### src/hdl/hmw_pkg.sv
// ----------------------------------------------------------------------------
// hmw_pkg
// Shared constants, types and sequencer states of the half-maximum width
// estimator.
// ----------------------------------------------------------------------------
package hmw_pkg;

    // Profile length and fixed-point format
    localparam int MAX_POINTS    = 128;
    localparam int FRAC_BITS     = 8;

    // Field widths
    localparam int SAMPLE_W      = 16;
    localparam int PEAK_W        = 17;
    localparam int CFG_W         = 16;
    localparam int CFG_IDX_W     = 2;

    // Sample counter holds 0..MAX_POINTS, edge positions 0..MAX_POINTS-1
    localparam int POS_W         = $clog2(MAX_POINTS + 1);
    localparam int EPOS_W        = $clog2(MAX_POINTS);

    // Divider: |numerator| << (FRAC_BITS-1) over |sample difference|
    localparam int NUM_W         = PEAK_W;
    localparam int DEN_W         = SAMPLE_W;
    localparam int QUO_W         = NUM_W + FRAC_BITS - 1;
    localparam int CNT_W         = $clog2(QUO_W + 1);

    // Signed edge position and width intermediates
    localparam int EDGE_W        = QUO_W + 3;

    // Register indexes
    localparam logic [CFG_IDX_W-1:0] REG_MIN_WIDTH      = 2'd0;
    localparam logic [CFG_IDX_W-1:0] REG_MAX_WIDTH      = 2'd1;
    localparam logic [CFG_IDX_W-1:0] REG_FALLBACK_WIDTH = 2'd2;

    // Register reset values (Q8.8)
    localparam logic [CFG_W-1:0] MIN_WIDTH_RST      = CFG_W'(5  << FRAC_BITS);
    localparam logic [CFG_W-1:0] MAX_WIDTH_RST      = CFG_W'(30 << FRAC_BITS);
    localparam logic [CFG_W-1:0] FALLBACK_WIDTH_RST = CFG_W'(10 << FRAC_BITS);

    // Edge positions used when no crossing is found
    localparam logic signed [EDGE_W-1:0] LEFT_DEFAULT  = EDGE_W'(20 << FRAC_BITS);
    localparam logic signed [EDGE_W-1:0] RIGHT_DEFAULT = EDGE_W'(40 << FRAC_BITS);

    // Output beat layout
    localparam int IN_DATA_W     = 40;
    localparam int OUT_DATA_W    = 24;
    localparam int OUT_LEFT_BIT  = CFG_W;
    localparam int OUT_RIGHT_BIT = CFG_W + 1;
    localparam int OUT_FB_BIT    = CFG_W + 2;

    // Sequencer states
    typedef enum logic [2:0] {
        ST_TRACK,
        ST_START_L,
        ST_WAIT_L,
        ST_START_R,
        ST_WAIT_R,
        ST_WIDTH,
        ST_OUT
    } t_state;

    // Edge tracking state seen by the sequencer
    typedef struct packed {
        logic [PEAK_W-1:0]   thr;
        logic                left_hit;
        logic [EPOS_W-1:0]   left_pos;
        logic [SAMPLE_W-1:0] left_a;
        logic [SAMPLE_W-1:0] left_b;
        logic                right_hit;
        logic [EPOS_W-1:0]   right_pos;
        logic [SAMPLE_W-1:0] right_a;
        logic [SAMPLE_W-1:0] right_b;
    } t_track;

    // Divider request and response
    typedef struct packed {
        logic             start;
        logic [QUO_W-1:0] dividend;
        logic [DEN_W-1:0] divisor;
    } t_div_req;

    typedef struct packed {
        logic             done;
        logic [QUO_W-1:0] quotient;
    } t_div_rsp;

endpackage

### src/hdl/half_max_width_estimator.sv
// ----------------------------------------------------------------------------
// half_max_width_estimator
// Full width at half maximum of one star profile, with linear interpolation
// of both half-maximum crossings.
// ----------------------------------------------------------------------------
// Usage:
//   Input stream s_axis carries one profile sample per beat; tdata holds the
//   sample in bits 15:0 and the peak intensity in bits 32:16 (peak is taken
//   from the first beat of a profile only); tlast marks the final sample.
//   Output stream m_axis carries one result beat per profile.
//   Samples are taken one per cycle. After the tlast beat the block drops
//   tready while one shared restoring divider interpolates the left and then
//   the right edge, one quotient bit per cycle; the width and the result beat
//   follow. The result sits in an output register: a stalled receiver does
//   not stop the next profile from loading; only a second result waiting on
//   the first holds the sequencer (and tready) until the first beat is taken.
//   Reset (synchronous, active low) clears the profile state, drops m_axis
//   tvalid and restores the width registers to 5.0, 30.0 and 10.0 (Q8.8).
//   Configuration writes take effect at once. The user must make them only
//   while idle; the block itself does not enforce this.
// ----------------------------------------------------------------------------
module half_max_width_estimator (
    input  logic                            i_clk,
    input  logic                            i_rst_n,
    // Configuration write port
    input  logic                            i_cfg_we,
    input  logic [hmw_pkg::CFG_IDX_W-1:0]   i_cfg_index,
    input  logic [hmw_pkg::CFG_W-1:0]       i_cfg_data,
    // Sample stream
    input  logic                            s_axis_tvalid,
    output logic                            s_axis_tready,
    // [15:0] sample, [32:16] peak_intensity, [39:33] zero
    input  logic [hmw_pkg::IN_DATA_W-1:0]   s_axis_tdata,
    input  logic                            s_axis_tlast,
    // Result stream
    output logic                            m_axis_tvalid,
    input  logic                            m_axis_tready,
    // [15:0] width, [16] left_found, [17] right_found, [18] used_fallback,
    // [23:19] zero
    output logic [hmw_pkg::OUT_DATA_W-1:0]  m_axis_tdata
);

    hmw_pkg::t_state r_state, n_state;

    logic [hmw_pkg::CFG_W-1:0] r_min_width;
    logic [hmw_pkg::CFG_W-1:0] r_max_width;
    logic [hmw_pkg::CFG_W-1:0] r_fallback;

    hmw_pkg::t_track  trk;
    hmw_pkg::t_div_req div_req;
    hmw_pkg::t_div_rsp div_rsp;

    logic sample_beat;
    logic trk_clear;
    logic out_load;
    logic out_free;
    logic div_start;

    // Operand selection
    logic                              sel_right;
    logic [hmw_pkg::SAMPLE_W-1:0]      op_a;
    logic [hmw_pkg::SAMPLE_W-1:0]      op_b;
    logic signed [hmw_pkg::NUM_W+1:0]  num;
    logic signed [hmw_pkg::DEN_W+1:0]  den;
    logic [hmw_pkg::NUM_W-1:0]         num_mag;
    logic [hmw_pkg::DEN_W-1:0]         den_mag;

    logic r_neg,  n_neg;
    logic r_zero, n_zero;

    // Edge capture
    logic                              cap_hit;
    logic [hmw_pkg::EPOS_W-1:0]        cap_pos;
    logic signed [hmw_pkg::EDGE_W-1:0] frac;
    logic signed [hmw_pkg::EDGE_W-1:0] edge_val;

    logic signed [hmw_pkg::EDGE_W-1:0] r_left,  n_left;
    logic signed [hmw_pkg::EDGE_W-1:0] r_right, n_right;
    logic signed [hmw_pkg::EDGE_W-1:0] r_width, n_width;

    // Range test
    logic signed [hmw_pkg::EDGE_W-1:0] min_s;
    logic signed [hmw_pkg::EDGE_W-1:0] max_s;
    logic                              use_fb;
    logic [hmw_pkg::CFG_W-1:0]         res_width;

    logic                              r_out_valid, n_out_valid;
    logic [hmw_pkg::OUT_DATA_W-1:0]    r_out_data,  n_out_data;

    // Configuration registers
    always_ff @(posedge i_clk) begin
        if (!i_rst_n) begin
            r_min_width <= hmw_pkg::MIN_WIDTH_RST;
            r_max_width <= hmw_pkg::MAX_WIDTH_RST;
            r_fallback  <= hmw_pkg::FALLBACK_WIDTH_RST;
        end else if (i_cfg_we) begin
            case (i_cfg_index)
                hmw_pkg::REG_MIN_WIDTH:      r_min_width <= i_cfg_data;
                hmw_pkg::REG_MAX_WIDTH:      r_max_width <= i_cfg_data;
                hmw_pkg::REG_FALLBACK_WIDTH: r_fallback  <= i_cfg_data;
                default: ;
            endcase
        end
    end

    // Edge search
    hmw_tracker u_tracker (
        .i_clk    (i_clk),
        .i_rst_n  (i_rst_n),
        .i_beat   (sample_beat),
        .i_sample (s_axis_tdata[hmw_pkg::SAMPLE_W-1:0]),
        .i_peak   (s_axis_tdata[hmw_pkg::SAMPLE_W +: hmw_pkg::PEAK_W]),
        .i_clear  (trk_clear),
        .o_track  (trk)
    );

    // Shared divider
    hmw_divider u_divider (
        .i_clk   (i_clk),
        .i_rst_n (i_rst_n),
        .i_req   (div_req),
        .o_rsp   (div_rsp)
    );

    assign out_free = !r_out_valid || m_axis_tready;

    // Next state
    always_comb begin
        n_state = r_state;
        case (r_state)
            hmw_pkg::ST_TRACK: begin
                if (s_axis_tvalid && s_axis_tlast) begin
                    n_state = hmw_pkg::ST_START_L;
                end
            end
            hmw_pkg::ST_START_L: n_state = hmw_pkg::ST_WAIT_L;
            hmw_pkg::ST_WAIT_L: begin
                if (div_rsp.done) begin
                    n_state = hmw_pkg::ST_START_R;
                end
            end
            hmw_pkg::ST_START_R: n_state = hmw_pkg::ST_WAIT_R;
            hmw_pkg::ST_WAIT_R: begin
                if (div_rsp.done) begin
                    n_state = hmw_pkg::ST_WIDTH;
                end
            end
            hmw_pkg::ST_WIDTH: n_state = hmw_pkg::ST_OUT;
            hmw_pkg::ST_OUT: begin
                if (out_free) begin
                    n_state = hmw_pkg::ST_TRACK;
                end
            end
            default: n_state = hmw_pkg::ST_TRACK;
        endcase
    end

    // Sequencer outputs
    always_comb begin
        s_axis_tready = 1'b0;
        div_start     = 1'b0;
        trk_clear     = 1'b0;
        out_load      = 1'b0;
        sel_right     = 1'b0;
        case (r_state)
            hmw_pkg::ST_TRACK:   s_axis_tready = 1'b1;
            hmw_pkg::ST_START_L: div_start = 1'b1;
            hmw_pkg::ST_START_R: begin
                div_start = 1'b1;
                sel_right = 1'b1;
            end
            hmw_pkg::ST_OUT: begin
                out_load  = out_free;
                trk_clear = out_free;
            end
            default: ;
        endcase
    end

    assign sample_beat = s_axis_tvalid && s_axis_tready;

    // Form numerator and denominator of the crossing fraction
    always_comb begin
        op_a = sel_right ? trk.right_a : trk.left_a;
        op_b = sel_right ? trk.right_b : trk.left_b;
        if (sel_right) begin
            num = $signed({2'b00, op_a, 1'b0}) - $signed({2'b00, trk.thr});
            den = $signed({2'b00, op_a}) - $signed({2'b00, op_b});
        end else begin
            num = $signed({2'b00, trk.thr}) - $signed({2'b00, op_a, 1'b0});
            den = $signed({2'b00, op_b}) - $signed({2'b00, op_a});
        end
        num_mag = num[hmw_pkg::NUM_W+1] ? hmw_pkg::NUM_W'(-num) : num[hmw_pkg::NUM_W-1:0];
        den_mag = den[hmw_pkg::DEN_W+1] ? hmw_pkg::DEN_W'(-den) : den[hmw_pkg::DEN_W-1:0];
    end

    // Numerator carries FRAC_BITS-1 extra bits since the numerator is doubled
    assign div_req = {div_start, num_mag, {(hmw_pkg::FRAC_BITS-1){1'b0}}, den_mag};

    // Hold the quotient sign and the zero-denominator case
    always_comb begin
        n_neg  = r_neg;
        n_zero = r_zero;
        if (div_start) begin
            n_neg  = num[hmw_pkg::NUM_W+1] ^ den[hmw_pkg::DEN_W+1];
            n_zero = (den_mag == '0);
        end
    end

    // Turn the quotient into an edge position
    always_comb begin
        cap_hit = (r_state == hmw_pkg::ST_WAIT_R) ? trk.right_hit : trk.left_hit;
        cap_pos = (r_state == hmw_pkg::ST_WAIT_R) ? trk.right_pos : trk.left_pos;
        if (r_zero) begin
            frac = '0;
        end else if (r_neg) begin
            frac = -$signed(hmw_pkg::EDGE_W'(div_rsp.quotient));
        end else begin
            frac = $signed(hmw_pkg::EDGE_W'(div_rsp.quotient));
        end
        edge_val = $signed(hmw_pkg::EDGE_W'(cap_pos) << hmw_pkg::FRAC_BITS) + frac;
    end

    // Capture edges and the width
    always_comb begin
        n_left  = r_left;
        n_right = r_right;
        n_width = r_width;
        if (r_state == hmw_pkg::ST_WAIT_L && div_rsp.done) begin
            n_left = cap_hit ? edge_val : hmw_pkg::LEFT_DEFAULT;
        end
        if (r_state == hmw_pkg::ST_WAIT_R && div_rsp.done) begin
            n_right = cap_hit ? edge_val : hmw_pkg::RIGHT_DEFAULT;
        end
        if (r_state == hmw_pkg::ST_WIDTH) begin
            n_width = r_right - r_left;
        end
    end

    // Range test against the width limits
    assign min_s     = $signed(hmw_pkg::EDGE_W'(r_min_width));
    assign max_s     = $signed(hmw_pkg::EDGE_W'(r_max_width));
    assign use_fb    = (r_width < min_s) || (r_width > max_s);
    assign res_width = use_fb ? r_fallback : r_width[hmw_pkg::CFG_W-1:0];

    // Output register
    always_comb begin
        n_out_valid = r_out_valid;
        n_out_data  = r_out_data;
        if (out_load) begin
            n_out_valid = 1'b1;
            n_out_data  = hmw_pkg::OUT_DATA_W'({use_fb, trk.right_hit, trk.left_hit,
                                                 res_width});
        end else if (m_axis_tready) begin
            n_out_valid = 1'b0;
        end
    end

    always_ff @(posedge i_clk) begin
        if (!i_rst_n) begin
            r_state     <= hmw_pkg::ST_TRACK;
            r_out_valid <= 1'b0;
        end else begin
            r_state     <= n_state;
            r_out_valid <= n_out_valid;
        end
    end

    always_ff @(posedge i_clk) begin
        r_neg      <= n_neg;
        r_zero     <= n_zero;
        r_left     <= n_left;
        r_right    <= n_right;
        r_width    <= n_width;
        r_out_data <= n_out_data;
    end

    assign m_axis_tvalid = r_out_valid;
    assign m_axis_tdata  = r_out_data;

    // Block no beat may follow a profile's last sample directly
    a_stall_after_last: assert property (@(posedge i_clk) disable iff (!i_rst_n)
        (s_axis_tvalid && s_axis_tready && s_axis_tlast) |=> !s_axis_tready)
        else $error("sample accepted right after end of profile");

    // A new result appears only out of the final sequencer step
    a_result_from_seq: assert property (@(posedge i_clk) disable iff (!i_rst_n)
        (m_axis_tvalid && !$past(m_axis_tvalid)) |-> ($past(r_state) == hmw_pkg::ST_OUT))
        else $error("result beat without finished sequence");

    // Divider completes only while an edge is awaited
    a_done_in_wait: assert property (@(posedge i_clk) disable iff (!i_rst_n)
        div_rsp.done |-> (r_state == hmw_pkg::ST_WAIT_L || r_state == hmw_pkg::ST_WAIT_R))
        else $error("divider done outside a wait step");

    // A replaced width carries the fallback value
    a_fallback_value: assert property (@(posedge i_clk) disable iff (!i_rst_n)
        (m_axis_tvalid && m_axis_tdata[hmw_pkg::OUT_FB_BIT])
            |-> (m_axis_tdata[hmw_pkg::CFG_W-1:0] == r_fallback))
        else $error("fallback flag set without fallback width");

endmodule

### src/hdl/hmw_tracker.sv
// ----------------------------------------------------------------------------
// hmw_tracker
// Per-sample edge search: latches the peak, finds the first rising and the
// last falling half-maximum crossing and keeps the sample pairs around them.
// ----------------------------------------------------------------------------
module hmw_tracker (
    input  logic                          i_clk,
    input  logic                          i_rst_n,
    input  logic                          i_beat,
    input  logic [hmw_pkg::SAMPLE_W-1:0]  i_sample,
    input  logic [hmw_pkg::PEAK_W-1:0]    i_peak,
    input  logic                          i_clear,
    output hmw_pkg::t_track               o_track
);

    logic [hmw_pkg::POS_W-1:0]    r_pos,  n_pos;
    logic [hmw_pkg::SAMPLE_W-1:0] r_prev, n_prev;
    hmw_pkg::t_track              r_trk,  n_trk;

    logic [hmw_pkg::PEAK_W-1:0]   thr;
    logic [hmw_pkg::PEAK_W-1:0]   y2;
    logic [hmw_pkg::PEAK_W-1:0]   prev2;

    // Threshold comparisons are made as 2*sample against the peak
    assign thr   = (r_pos == '0) ? i_peak : r_trk.thr;
    assign y2    = {i_sample, 1'b0};
    assign prev2 = {r_prev, 1'b0};

    // Advance the search on each sample beat
    always_comb begin
        n_pos  = r_pos;
        n_prev = r_prev;
        n_trk  = r_trk;
        if (i_clear) begin
            n_pos  = '0;
            n_prev = '0;
            n_trk  = '0;
        end else if (i_beat) begin
            n_trk.thr = thr;
            if (r_pos < hmw_pkg::POS_W'(hmw_pkg::MAX_POINTS)) begin
                if (r_pos != '0) begin
                    if (!r_trk.left_hit && (y2 >= thr)) begin
                        n_trk.left_hit = 1'b1;
                        n_trk.left_pos = r_pos[hmw_pkg::EPOS_W-1:0];
                        n_trk.left_a   = r_prev;
                        n_trk.left_b   = i_sample;
                    end
                    if (prev2 > thr) begin
                        n_trk.right_hit = 1'b1;
                        n_trk.right_pos = r_pos[hmw_pkg::EPOS_W-1:0];
                        n_trk.right_a   = r_prev;
                        n_trk.right_b   = i_sample;
                    end
                end
                n_prev = i_sample;
                n_pos  = r_pos + 1'b1;
            end
        end
    end

    always_ff @(posedge i_clk) begin
        if (!i_rst_n) begin
            r_pos  <= '0;
            r_prev <= '0;
            r_trk  <= '0;
        end else begin
            r_pos  <= n_pos;
            r_prev <= n_prev;
            r_trk  <= n_trk;
        end
    end

    assign o_track = r_trk;

endmodule

### src/hdl/hmw_divider.sv
// ----------------------------------------------------------------------------
// hmw_divider
// Unsigned restoring divider, one quotient bit per cycle, shared by the left
// and right edge interpolation.
// ----------------------------------------------------------------------------
module hmw_divider (
    input  logic              i_clk,
    input  logic              i_rst_n,
    input  hmw_pkg::t_div_req i_req,
    output hmw_pkg::t_div_rsp o_rsp
);

    logic                         r_busy, n_busy;
    logic [hmw_pkg::CNT_W-1:0]    r_cnt,  n_cnt;
    logic [hmw_pkg::DEN_W-1:0]    r_rem,  n_rem;
    logic [hmw_pkg::QUO_W-1:0]    r_quo,  n_quo;
    logic [hmw_pkg::DEN_W-1:0]    r_div,  n_div;

    logic [hmw_pkg::DEN_W:0]      trial;

    // Bring down the next dividend bit
    assign trial = {r_rem, r_quo[hmw_pkg::QUO_W-1]};

    // Load on start, then one trial subtraction per cycle
    always_comb begin
        n_busy = r_busy;
        n_cnt  = r_cnt;
        n_rem  = r_rem;
        n_quo  = r_quo;
        n_div  = r_div;
        if (i_req.start) begin
            n_busy = 1'b1;
            n_cnt  = hmw_pkg::CNT_W'(hmw_pkg::QUO_W);
            n_rem  = '0;
            n_quo  = i_req.dividend;
            n_div  = i_req.divisor;
        end else if (r_busy) begin
            if (r_cnt == '0) begin
                n_busy = 1'b0;
            end else begin
                n_cnt = r_cnt - 1'b1;
                if (trial >= {1'b0, r_div}) begin
                    n_rem = hmw_pkg::DEN_W'(trial - {1'b0, r_div});
                    n_quo = {r_quo[hmw_pkg::QUO_W-2:0], 1'b1};
                end else begin
                    n_rem = trial[hmw_pkg::DEN_W-1:0];
                    n_quo = {r_quo[hmw_pkg::QUO_W-2:0], 1'b0};
                end
            end
        end
    end

    always_ff @(posedge i_clk) begin
        if (!i_rst_n) begin
            r_busy <= 1'b0;
            r_cnt  <= '0;
        end else begin
            r_busy <= n_busy;
            r_cnt  <= n_cnt;
        end
    end

    always_ff @(posedge i_clk) begin
        r_rem <= n_rem;
        r_quo <= n_quo;
        r_div <= n_div;
    end

    // Response: done flag above the quotient
    assign o_rsp = {r_busy && (r_cnt == '0), r_quo};

endmodule
### config.mk
export PLATFORM = sky130hd
export DESIGN_NAME = half_max_width_estimator
export DESIGN_NICKNAME = d
export VERILOG_FILES = /design/src/hdl/hmw_pkg.sv /design/src/hdl/half_max_width_estimator.sv /design/src/hdl/hmw_tracker.sv /design/src/hdl/hmw_divider.sv
export SDC_FILE = /design/constraint.sdc
export NUM_CORES = 1
export LEC_CHECK = 0
export ABC_AREA = 1
export ABC_CLOCK_PERIOD_IN_PS = 3800
export BUFFER_PORTS_ARGS = -buffer_cell sky130_fd_sc_hd__buf_2
export CELL_PAD_IN_SITES_DETAIL_PLACEMENT = 1
export CELL_PAD_IN_SITES_GLOBAL_PLACEMENT = 1
export CORE_ASPECT_RATIO = 1.25
export CORE_MARGIN = 8
export CORE_UTILIZATION = 41
export CTS_BUF_LIST = sky130_fd_sc_hd__clkbuf_4 sky130_fd_sc_hd__clkbuf_8
export DETAILED_ROUTE_END_ITERATION = 16
export MAX_ROUTING_LAYER = met4
export PLACE_DENSITY = 0.73
export REMOVE_ABC_BUFFERS = 1
export SYNTH_ARGS = -nofsm -noshare
export SYNTH_HDL_FRONTEND = slang
export SYNTH_SLANG_ARGS = --single-unit
### constraint.sdc
create_clock -name i_clk -period 3.8 [get_ports i_clk]
set_input_delay 0.38 -clock i_clk [delete_from_list [all_inputs] [get_ports i_clk]]
set_output_delay 0.38 -clock i_clk [all_outputs]
set_load 0.005 [all_outputs]
==> results of run 1 <==
sequential cells by signal (all words and copies together) (netlist names), 19 cells and up:
name / flops
u_tracker.o_track: 97
r_width: 27
m_axis_tdata: 19
r_right: 27
u_divider.r_quo: 24
r_left: 27
metal layers:
layer / GRT usage (%) / part of all wire, % / routed length, um
met1: 22.6 / 37 / 27600
met2: 46.5 / 54 / 40600
met3: 2.61 / 2.4 / 1780
met4: 12.9 / 6.3 / 4700
met5: - / 0 / 0
through the flow:
stage	area, um2	instances
floorplan	22100	3083
global placement	24700	4044
detailed placement	24700	4044
CTS	26400	4184
global route	26800	4196
finish	26800	4196
worst min path at each step:
stage	from	end	slack, ns	cells past startpoint
after floorplan	u_tracker.o_track[79]	m_axis_tdata[16]	0.42	0
after global placement	u_tracker.o_track[79]	m_axis_tdata[16]	0.43	0
after detailed placement	u_tracker.o_track[79]	m_axis_tdata[16]	0.44	0
after CTS	s_axis_tdata[15]	u_tracker.o_track[15]	0.006	3
after global routing	m_axis_tready	m_axis_tvalid	0.05	3
final	m_axis_tready	m_axis_tvalid	0.08	3
cell type report:
cell class                 count  area, um2  share of cell area [%]
antenna                        1       2.50                 0.00934
timing repair buffer         265       2050                    7.67
sequential                   337       8100                    30.2
tap                          735        920                    3.43
timing repair inverter         1       7.51                  0.0280
clock inverter                21        269                    1.00
inverter                     502       1890                    7.05
clock buffer                  89       1140                    4.24
multi-input combinational   2245      12400                    46.3
critical path, stage by stage (launching register included):
cell      delay [ns]
dfxtp_1         0.30
inv_2           0.09
ha_4            0.15
nand3_1         0.11
nor2_2          0.17
nand3_2         0.13
inv_2           0.09
nand2_2         0.07
inv_2           0.07
nor3_2          0.04
nor3_2          0.24
ha_2            0.27
nand3_2         0.11
nand2_1         0.09
nand2_1         0.07
nand2_1         0.11
a21oi_1         0.09
nor2_1          0.09
nor2_1          0.05
o21bai_1        0.18
nand2_1         0.11
nor2_2          0.16
nand2_1         0.06
inv_1           0.10
nand2_2         0.08
nor2_4          0.15
xor2_1          0.16
nor2_1          0.07
cell families after synthesis:
family                   synth area share [%]
AND/OR/NAND/NOR                          26.0
AO/OA/AOI/OAI                            14.9
flip-flops                               35.8
other                                  0.0166
adder cells (fa/ha/maj)                  10.2
buffers and inverters                    10.6
XOR/XNOR                                 2.52
cells in the mapped netlist, drive strengths merged, types with 2 or more instances:
| cell type | count | area [um2] |
|---|---|---|
| o21ai | 271 | 1360 |
| or2 | 4 | 25.0 |
| buf | 31 | 229 |
| clkbuf | 77 | 289 |
| a211oi | 6 | 45.0 |
| edfxtp | 135 | 4050 |
| o2111ai | 4 | 35.0 |
| dfxtp | 202 | 4040 |
| xnor2 | 22 | 193 |
| a21oi | 228 | 1140 |
| inv | 498 | 1870 |
| a31oi | 12 | 75.1 |
| o31ai | 4 | 30.0 |
| a32o | 2 | 20.0 |
| and2 | 2 | 12.5 |
| a221oi | 3 | 26.3 |
| a21o | 11 | 82.6 |
| nor2 | 264 | 1040 |
| nand4 | 73 | 457 |
| a22o | 4 | 35.0 |
| o21bai | 13 | 101 |
| nand2 | 821 | 3160 |
| o21a | 8 | 61.3 |
| fa | 6 | 120 |
| nor3 | 33 | 165 |
| nor3b | 5 | 37.5 |
| xor2 | 43 | 377 |
| o211ai | 20 | 150 |
| o22ai | 15 | 93.8 |
| ha | 174 | 2180 |
| a21boi | 4 | 30.0 |
| nor4 | 8 | 50.1 |
| nand3 | 153 | 803 |
| clkinv | 4 | 15.0 |
| o41ai | 2 | 17.5 |
| nand3b | 15 | 113 |
report_power, final:
group	switching (uW)	internal [uW]	leakage [uW]	total, uW
combinational	11100	6560	0.00931	17700
clock	1600	2330	0.000740	3930
sequential	373	4670	0.00288	5040
what timing repair did:
item                                    CTS  global route
pin swaps                                 0            17
endpoints found under the hold margin    52             0
setup buffers                             0             7
hold buffers                             30             0
gates resized for setup                  14            96
cloned                                    0             4
endpoints found under the setup margin   54           118
==> run_results.csv, run 1 <==
group,metric,value,unit
logic_synthesis,netlist_instances,3187,
power_and_ir_drop,p_leak,0.0129,uW
logic_synthesis,ys_seq_elements,337,
finish,final_cell_mix,"nand2_1 (781), inv_1 (490), o21ai_0 (239), nor2_1 (232), a21oi_1 (213)",
critical_path,worst-path-max-fanout,4,
floorplanning,die_y,279,um
detailed_routing,avgViaCountPerCell,5.17,
detailed_routing,final_antenna_net_count,0,
critical_path,rrSetupSlack,0.13,ns
cts,cts_htree_levels,2,
floorplanning,num_rows,96,
logic_synthesis,synthArstFlopShare,0,%
logic_synthesis,avgSynthCellArea,7.10,um2
worst_hold_path,hold_path_class,"in -> reg",
placed_design,routabilityCongestion,0.938,
cts,cts_buffer_depth,3,
logic_synthesis,synthesis.area,22600,um2
logic_synthesis,ys_warn_count,0,
timing,fin_skew,0.0272,ns
critical_path,startpoint,"u_divider.r_quo[1]",
floorplanning,boundaryPins,90,
critical_path,crit_end,"r_left[21]",
cts,cts_buffers,58,
grt,grt-ovfl-total,0,
timing,min_period,3.67,ns
detailed_routing,detail_route.iter0.violations,694,
floorplanning,die_w,226,um
cts,cts_sinks,337,
cts,root_buffer,"clkbuf_8",
logic_synthesis,ys_seq_area_share,35.8,%
cts,clk-insertion-delay-late,0.68,ns
placed_design,dp_slack,-0.110,ns
power_and_ir_drop,vdd_drop_max,0.517,mV
power_and_ir_drop,p_per_area,994,nW/um2
job,max-cap-violations,0,
critical_path,r2r_end,"r_left[21]",
floorplanning,start_util,41.3,%
power_and_ir_drop,total_power,26600,uW
grt,grt_first_pass_wirelength,119,mm
detailed_routing,drc,0,
timing,worstMarginPinSlew,0.714,ns
critical_path,critPathKind,"reg -> reg",
timing,grt_setup_unrepaired,"true",
timing,fin_ws,0.125,ns
timing,tns,0,ns
placed_design,place_hpwl,58.5,mm
detailed_routing,vias,21702,
timing,setup_viol,0,
detailed_routing,drt-total-wl,74.7,mm
grt,antenna_found_initial,1,
critical_path,required,4.22,ns
finish,area_growth,18.5,%
critical_path,r2r_start,"u_divider.r_quo[1]",
grt,grt.total_usage,23.9,%
floorplanning,dieArea,63000,um2
timing,hold_viol,0,
placed_design,place.port_buffers,77,
critical_path,critPathArrivalTime,4.09,ns
critical_path,startpoint_type,"register",
floorplanning,core_area,54800,um2
finish,drive_gt1_share,14.0,%
finish,num-fill-cells,6996,
critical_path,reg2reg_depth,27,
cts,clk_pin_slew,0.07,ns
timing,post-route-period-util,96.7,%
run_status,status,"finished, final reports clean",
logic_synthesis,synth_edf_count,135,
grt,grt_max_degree,99,
cts,cts_tree,"yes",
grt,grt_pass1_vias,23491,
timing,holdWs,0.0780,ns
timing,drv_slew,0,
finish,final_common_cell,"nand2_1",
detailed_routing,dr.pass1.iters,4,
critical_path,endpoint_kind,"register",
finish,layout.nets,3654,
detailed_routing,wl_per_cell,17.8,um
finish,final_util,48.9,%
logic_synthesis,ys_types,62,
timing,slew_headroom,52.3,%
logic_synthesis,ys.flop_type,"dfxtp_1",
timing,max_freq,272,MHz
Power figures use the tool's default switching activity.
==> run 2: changes to the inputs <==
Settings changed: SYNTH_HIERARCHICAL set to 1.
==> run 2 against run 1 <==
  * Cell count grew 3.9%
  * Clock skew grew 0.018 ns
  * Critical path depth shrank 1
  * Core utilization shrank 0.095 points
  * Worst setup slack gained 0.024 ns
  * Routed wire length shrank 0.21%
  * Power grew 9.2%
  * Synthesized area grew 4.9%
  * Largest cell class unchanged
  * Largest power group unchanged
==> run_results.csv, run 2 <==
group,metric,value,unit
grt,antenna_found_initial,1,
detailed_routing,vias,22500,
logic_synthesis,ys.flop_type,"dfxtp_1",
timing,holdWs,0.0605,ns
timing,max_freq,274,MHz
cts,clk-insertion-delay-late,0.69,ns
logic_synthesis,synthesis.area,23700,um2
timing,min_period,3.65,ns
grt,grt-ovfl-total,0,
timing,slew_headroom,34.4,%
floorplanning,core_area,57300,um2
placed_design,routabilityCongestion,0.942,
logic_synthesis,synth-simple-area-share,29.5,%
cts,cts_buffers,56,
logic_synthesis,synth.most_common_cell,"nand2_1",
cts,cts_sinks,337,
floorplanning,boundaryPins,90,
cts,cts_htree_levels,2,
power_and_ir_drop,total_power,29100,uW
critical_path,worst-path-max-fanout,4,
logic_synthesis,ys_seq_elements,337,
worst_hold_path,hold_path_class,"in -> reg",
floorplanning,num_rows,98,
grt,grt_pass1_vias,24370,
logic_synthesis,avgSynthCellArea,7.16,um2
logic_synthesis,synthArstFlopShare,0,%
detailed_routing,avgViaCountPerCell,5.16,
detailed_routing,dr.pass1.iters,4,
grt,grt_first_pass_wirelength,121,mm
finish,num-fill-cells,7320,
logic_synthesis,synth_commonest_cells,"nand2_1 (846), inv_1 (431), nor2_1 (298)",
finish,final_cell_mix,"nand2_1 (834), inv_1 (428), nor2_1 (280), nand3_1 (253), a21oi_1 (251)",
logic_synthesis,synth_top_area_share,18.0,%
logic_synthesis,synthXorXnorAreaFrac,2.72,%
floorplanning,die_w,231,um
finish,layout.nets,3809,
logic_synthesis,ys_types,67,
floorplanning,die_y,285,um
detailed_routing,drc,0,
detailed_routing,final_antenna_net_count,0,
cts,clk_pin_slew,0.07,ns
logic_synthesis,netlist_instances,3316,
job,max-cap-violations,0,
detailed_routing,drt-total-wl,74.5,mm
logic_synthesis,ys_warn_count,6,
logic_synthesis,synthAdderAreaFrac,9.89,%
timing,worstMarginPinSlew,0.982,ns
critical_path,required,4.24,ns
critical_path,rrSetupSlack,0.15,ns
timing,fin_skew,0.0455,ns
floorplanning,dieArea,65900,um2
finish,final_util,48.8,%
critical_path,cp_slowest_cell,"edfxtp_1",
detailed_routing,wl_per_cell,17.1,um
run_status,status,"finished, final reports clean",
cts,cts_buffer_depth,3,
critical_path,endpoint_kind,"register",
logic_synthesis,synthTopCellsByArea,"edfxtp_1 (18%), dfxtp_1 (16%), nand2_1 (13%)",
logic_synthesis,synth-compound-area-share,12.7,%
floorplanning,start_util,41.4,%
logic_synthesis,synth_edf_count,142,
timing,post-route-period-util,96.1,%
finish,area_growth,17.8,%
critical_path,cpPeakStageDelay,0.43,ns
power_and_ir_drop,vdd_drop_max,0.738,mV
critical_path,critPathKind,"reg -> reg",
grt,grt.total_usage,22.8,%
logic_synthesis,synth_top_area_cell,"edfxtp_1",
logic_synthesis,synthMuxAreaShare,0.838,%
grt,grt_max_degree,117,
placed_design,place_hpwl,59.1,mm
power_and_ir_drop,p_leak,0.0135,uW
placed_design,place.port_buffers,77,
power_and_ir_drop,p_per_area,1040,nW/um2
detailed_routing,detail_route.iter0.violations,746,
finish,drive_gt1_share,16.4,%
critical_path,startpoint_type,"register",
logic_synthesis,ys_seq_area_share,34.4,%
timing,hold_viol,0,
timing,grt_setup_unrepaired,"true",
timing,setup_viol,0,
logic_synthesis,synth_top_family_by_area,"simple AND/OR/NAND/NOR gates",
finish,largest_register_ffs,97,
critical_path,critPathArrivalTime,4.10,ns
timing,drv_slew,0,
cts,cts_tree,"yes",
cts,root_buffer,"clkbuf_8",
finish,final_common_cell,"nand2_1",
==> run 2: cell count changes in the layout (fill, tap and decap cells not counted), sizes merged, moves of 45 or more <==
cell / before / now
nand3: 153 / 275
nand2: 822 / 901
inv: 500 / 450
o21ai: 271 / 188
nor2: 264 / 316
nand4: 73 / 28
==> run 2: worst paths after layout <==
kind                      start                   end  depth (start not counted)
max          u_divider/r_quo[1]           r_right[21]                         26
min            s_axis_tdata[12]  u_tracker/r_prev[12]                          3
max reg2reg  u_divider/r_quo[1]           r_right[21]                         26
min reg2reg      r_min_width[2]        r_min_width[2]                          2
==> run 2: logic make-up after synthesis <==
kind of cell | after synthesis
mux | 19
compound gates | 545
other cells | 1
flops | 337
simple gates | 1596
xor+xnor | 71
buf+inv | 563
fa+ha+maj | 184
==> run 2: stage by stage <==
step,cells,area [um2],TNS [ns],setup slack [ns]
2_1_floorplan,3213,23100,-173.66,-1.69
3_3_place_gp,4206,25800,-0.101,-0.0505
3_5_place_dp,4206,25800,-1.42,-0.185
4_1_cts,4337,27400,0,0.000124
5_1_grt,4358,28000,-0.948,-0.119
6_report,4358,28000,0,0.150
==> run 2: metal layers <==
layer	vias to the layer above	GRT usage, %	part of all wire (%)
met3	161	2.57	2.4
met4	0	9.29	4.2
met5	-	-	0
met2	316	44.1	55
li1	11301	-	-
met1	10722	23.0	39
==> run 2: area by class of cell <==
type                       instances  area, um2  share of cell area (%)
antenna                            1       2.50                 0.00895
clock buffer                      76        971                    3.47
clock inverter                    28        327                    1.17
inverter                         449       1690                    6.04
multi-input combinational       2427      13600                    48.8
sequential                       337       8170                    29.2
tap                              750        938                    3.36
timing repair buffer             290       2230                    7.97
==> run 2: report_power, final <==
part / internal, uW / total, uW / leakage (uW) / switching, uW
registers: 4880 / 5450 / 0.00289 / 571
clock network: 2150 / 3720 / 0.000675 / 1570
logic: 7810 / 19900 / 0.00989 / 12100
==> run 2: repair_timing <==
| item | in CTS | in global routing |
|---|---|---|
| endpoints found under the hold margin | 47 | 0 |
| cloned | 0 | 1 |
| endpoints found under the setup margin | 21 | 68 |
| pin swaps | 1 | 16 |
| setup buffers | 2 | 19 |
| hold buffers | 25 | 0 |
| resized for setup | 10 | 113 |
==> run 2: worst max-delay path: cells and delay by family (launching register included) <==
family	cells	cell delay, ns
AO/OA/AOI/OAI	4	0.46
AND/OR/NAND/NOR	18	1.78
adder cells (fa/ha/maj)	2	0.54
flip-flops	1	0.43
buffers and inverters	2	0.23
==> run 3: changes to the inputs <==
Settings changed: CELL_PAD_IN_SITES_DETAIL_PLACEMENT 1 to 0, SYNTH_HIERARCHICAL 1 to unset.
==> run 3 against run 2 <==
  * Largest power group unchanged
  * Cell count shrank 3.6%
  * First-iteration DRC count grew 28%
  * Sequential power down 7.7%
  * Power is 11% lower
  * Core utilization about the same
  * Sequential share of layout area is 1.1 points higher
  * Combinational power decreased by 13%
  * Hold slack gained 0.011 ns
  * Non-clock buffer count shrank 21
  * Final area shrank 4.4%
==> run_results.csv, run 3 (synthesis results as in run 1) <==
group,metric,value,unit
grt,grt_pass1_vias,21177,
critical_path,crit_end,"r_left[26]",
placed_design,routabilityCongestion,0.938,
worst_hold_path,hold_path_class,"in -> reg",
worst_hold_path,min_from,"m_axis_tready",
cts,root_buffer,"clkbuf_8",
grt,grt_max_degree,99,
grt,antenna_found_initial,1,
floorplanning,core_area,54800,um2
cts,clk_pin_slew,0.06,ns
critical_path,critPathKind,"reg -> reg",
finish,layout.nets,3658,
finish,largest_register_ffs,97,
timing,setup_viol,0,
floorplanning,start_util,41.3,%
finish,final_cell_mix,"nand2_1 (778), inv_1 (492), nor2_1 (235), o21ai_0 (235), a21oi_1 (217)",
cts,cts_buffers,58,
run_status,status,"finished, final reports clean",
critical_path,required,4.20,ns
timing,fin_skew,0.0458,ns
critical_path,r2r_end,"r_left[26]",
finish,final_cell_area,26700,um2
critical_path,startpoint,"u_divider.r_quo[1]",
timing,slew_headroom,52.0,%
timing,min_period,3.58,ns
placed_design,place.port_buffers,77,
grt,grt_first_pass_wirelength,107,mm
finish,num-fill-cells,5626,
cts,cts_buffer_depth,3,
floorplanning,die_y,279,um
detailed_routing,wl_per_cell,16.0,um
detailed_routing,dr.pass1.iters,11,
critical_path,worst-path-max-fanout,5,
power_and_ir_drop,vdd_drop_max,0.589,mV
timing,max_freq,279,MHz
placed_design,placed_area,24700,um2
timing,post-route-period-util,94.3,%
floorplanning,num_rows,96,
critical_path,r2r_start,"u_divider.r_quo[1]",
critical_path,endpoint_kind,"register",
floorplanning,dieArea,63000,um2
detailed_routing,drt-total-wl,67.2,mm
timing,worstMarginPinSlew,0.719,ns
finish,area_growth,18.2,%
power_and_ir_drop,total_power,26000,uW
timing,hold_viol,0,
job,max-cap-violations,0,
critical_path,startpoint_type,"register",
critical_path,critPathArrivalTime,3.98,ns
power_and_ir_drop,p_leak,0.0129,uW
cts,clk-insertion-delay-late,0.67,ns
timing,drv_slew,0,
critical_path,reg2reg_depth,24,
floorplanning,die_w,226,um
cts,cts_sinks,337,
critical_path,rrSetupSlack,0.22,ns
grt,grt.total_usage,21.6,%
finish,drive_gt1_share,13.7,%
detailed_routing,detail_route.iter0.violations,956,
floorplanning,boundaryPins,90,
finish,final_common_cell,"nand2_1",
cts,cts_tree,"yes",
detailed_routing,drc,0,
detailed_routing,vias,21035,
cts,cts_htree_levels,2,
detailed_routing,avgViaCountPerCell,5.01,
grt,grt-ovfl-total,0,
detailed_routing,final_antenna_net_count,0,
power_and_ir_drop,p_per_area,972,nW/um2
placed_design,place_hpwl,53.0,mm
run 3: cell count changes in the layout (fill, tap and decap cells not counted), sizes merged, moves of 12 or more:
cell and change:
a21oi -43, buf -27, clkbuf +13, inv +51, mux2i -12, nand2 -79
nand3 -122, nand4 +45, nor2 -52, o21ai +83, o22ai +13
run 3: what timing repair did:
action                                  4_1_cts  5_1_grt
resized for setup                             9       96
endpoints found under the setup margin       40       87
pin swaps                                     0       13
cloned                                        0        4
buffers inserted                              0       11
hold endpoints to repair                     46        0
hold buffers                                 30        0
run 3: through the flow:
stage,setup TNS (ns),worst slack (ns),util (%),hold WS [ns],cells
after global placement,-0.395,-0.0210,45.0,0.432,4044
after global routing,-0.450,-0.0637,48.8,0.0494,4200
after detailed placement,-3.57,-0.115,45.0,0.440,4044
final,0,0.216,48.8,0.0711,4200
after CTS,0,0.00260,48.0,0.0178,4184
after floorplan,-155.81,-1.57,-,0.416,3083
run 3: layout make-up:
type / count / area, um2 / area share, %
Timing Repair Buffer: 269 / 2090 / 7.81
Clock inverter: 22 / 171 / 0.641
Multi-Input combinational cell: 2245 / 12400 / 46.4
Clock buffer: 88 / 1150 / 4.32
Antenna cell: 1 / 2.50 / 0.00936
Sequential cell: 337 / 8100 / 30.3
Inverter: 502 / 1890 / 7.06
Tap cell: 735 / 920 / 3.44
Timing Repair inverter: 1 / 7.51 / 0.0281
run 3: how the worst min path moves through the flow:
stage	cells past startpoint	slack [ns]	to
2_1_floorplan	0	0.42	m_axis_tdata[16]
3_3_place_gp	0	0.43	m_axis_tdata[16]
3_5_place_dp	0	0.44	m_axis_tdata[16]
4_1_cts	3	0.02	m_axis_tvalid
5_1_grt	3	0.05	m_axis_tvalid
6_report	3	0.07	m_axis_tvalid
run 3: worst max-delay path, cell delays in order (launching register included):
cell and delay [ns]:
dfxtp_1 0.30, inv_2 0.10, ha_4 0.15, nand3_1 0.11, nor2_2 0.18, nand3_2 0.12
inv_1 0.13, nand2_2 0.10, a21oi_2 0.14, nor3_2 0.07, ha_1 0.33, buf_4 0.13
nand2_1 0.04, o21ai_1 0.19, a21oi_1 0.09, nor2_1 0.16, nor2_1 0.06, nor2_1 0.12
o21ai_1 0.11, nor2_1 0.17, inv_1 0.11, nor2_1 0.18, nand3_1 0.11, nand3_1 0.10
inv_1 0.06
run 3: layer usage:
metal / vias to the layer above / track usage (%) / share of wire (%) / wire length [um]
met2: 380 / 41.4 / 53 / 35900
li1: 10887 / - / - / -
met4: 0 / 11.0 / 5.7 / 3840
met3: 147 / 2.50 / 3.1 / 2080
met5: - / - / 0 / 0
met1: 9621 / 21.0 / 38 / 25400
run 3: where the power goes:
group / internal [uW] / switching (uW) / leakage (uW) / total, uW
logic: 6620 / 10700 / 0.00934 / 17300
clock network: 2090 / 1580 / 0.000703 / 3670
registers: 4670 / 360 / 0.00288 / 5030
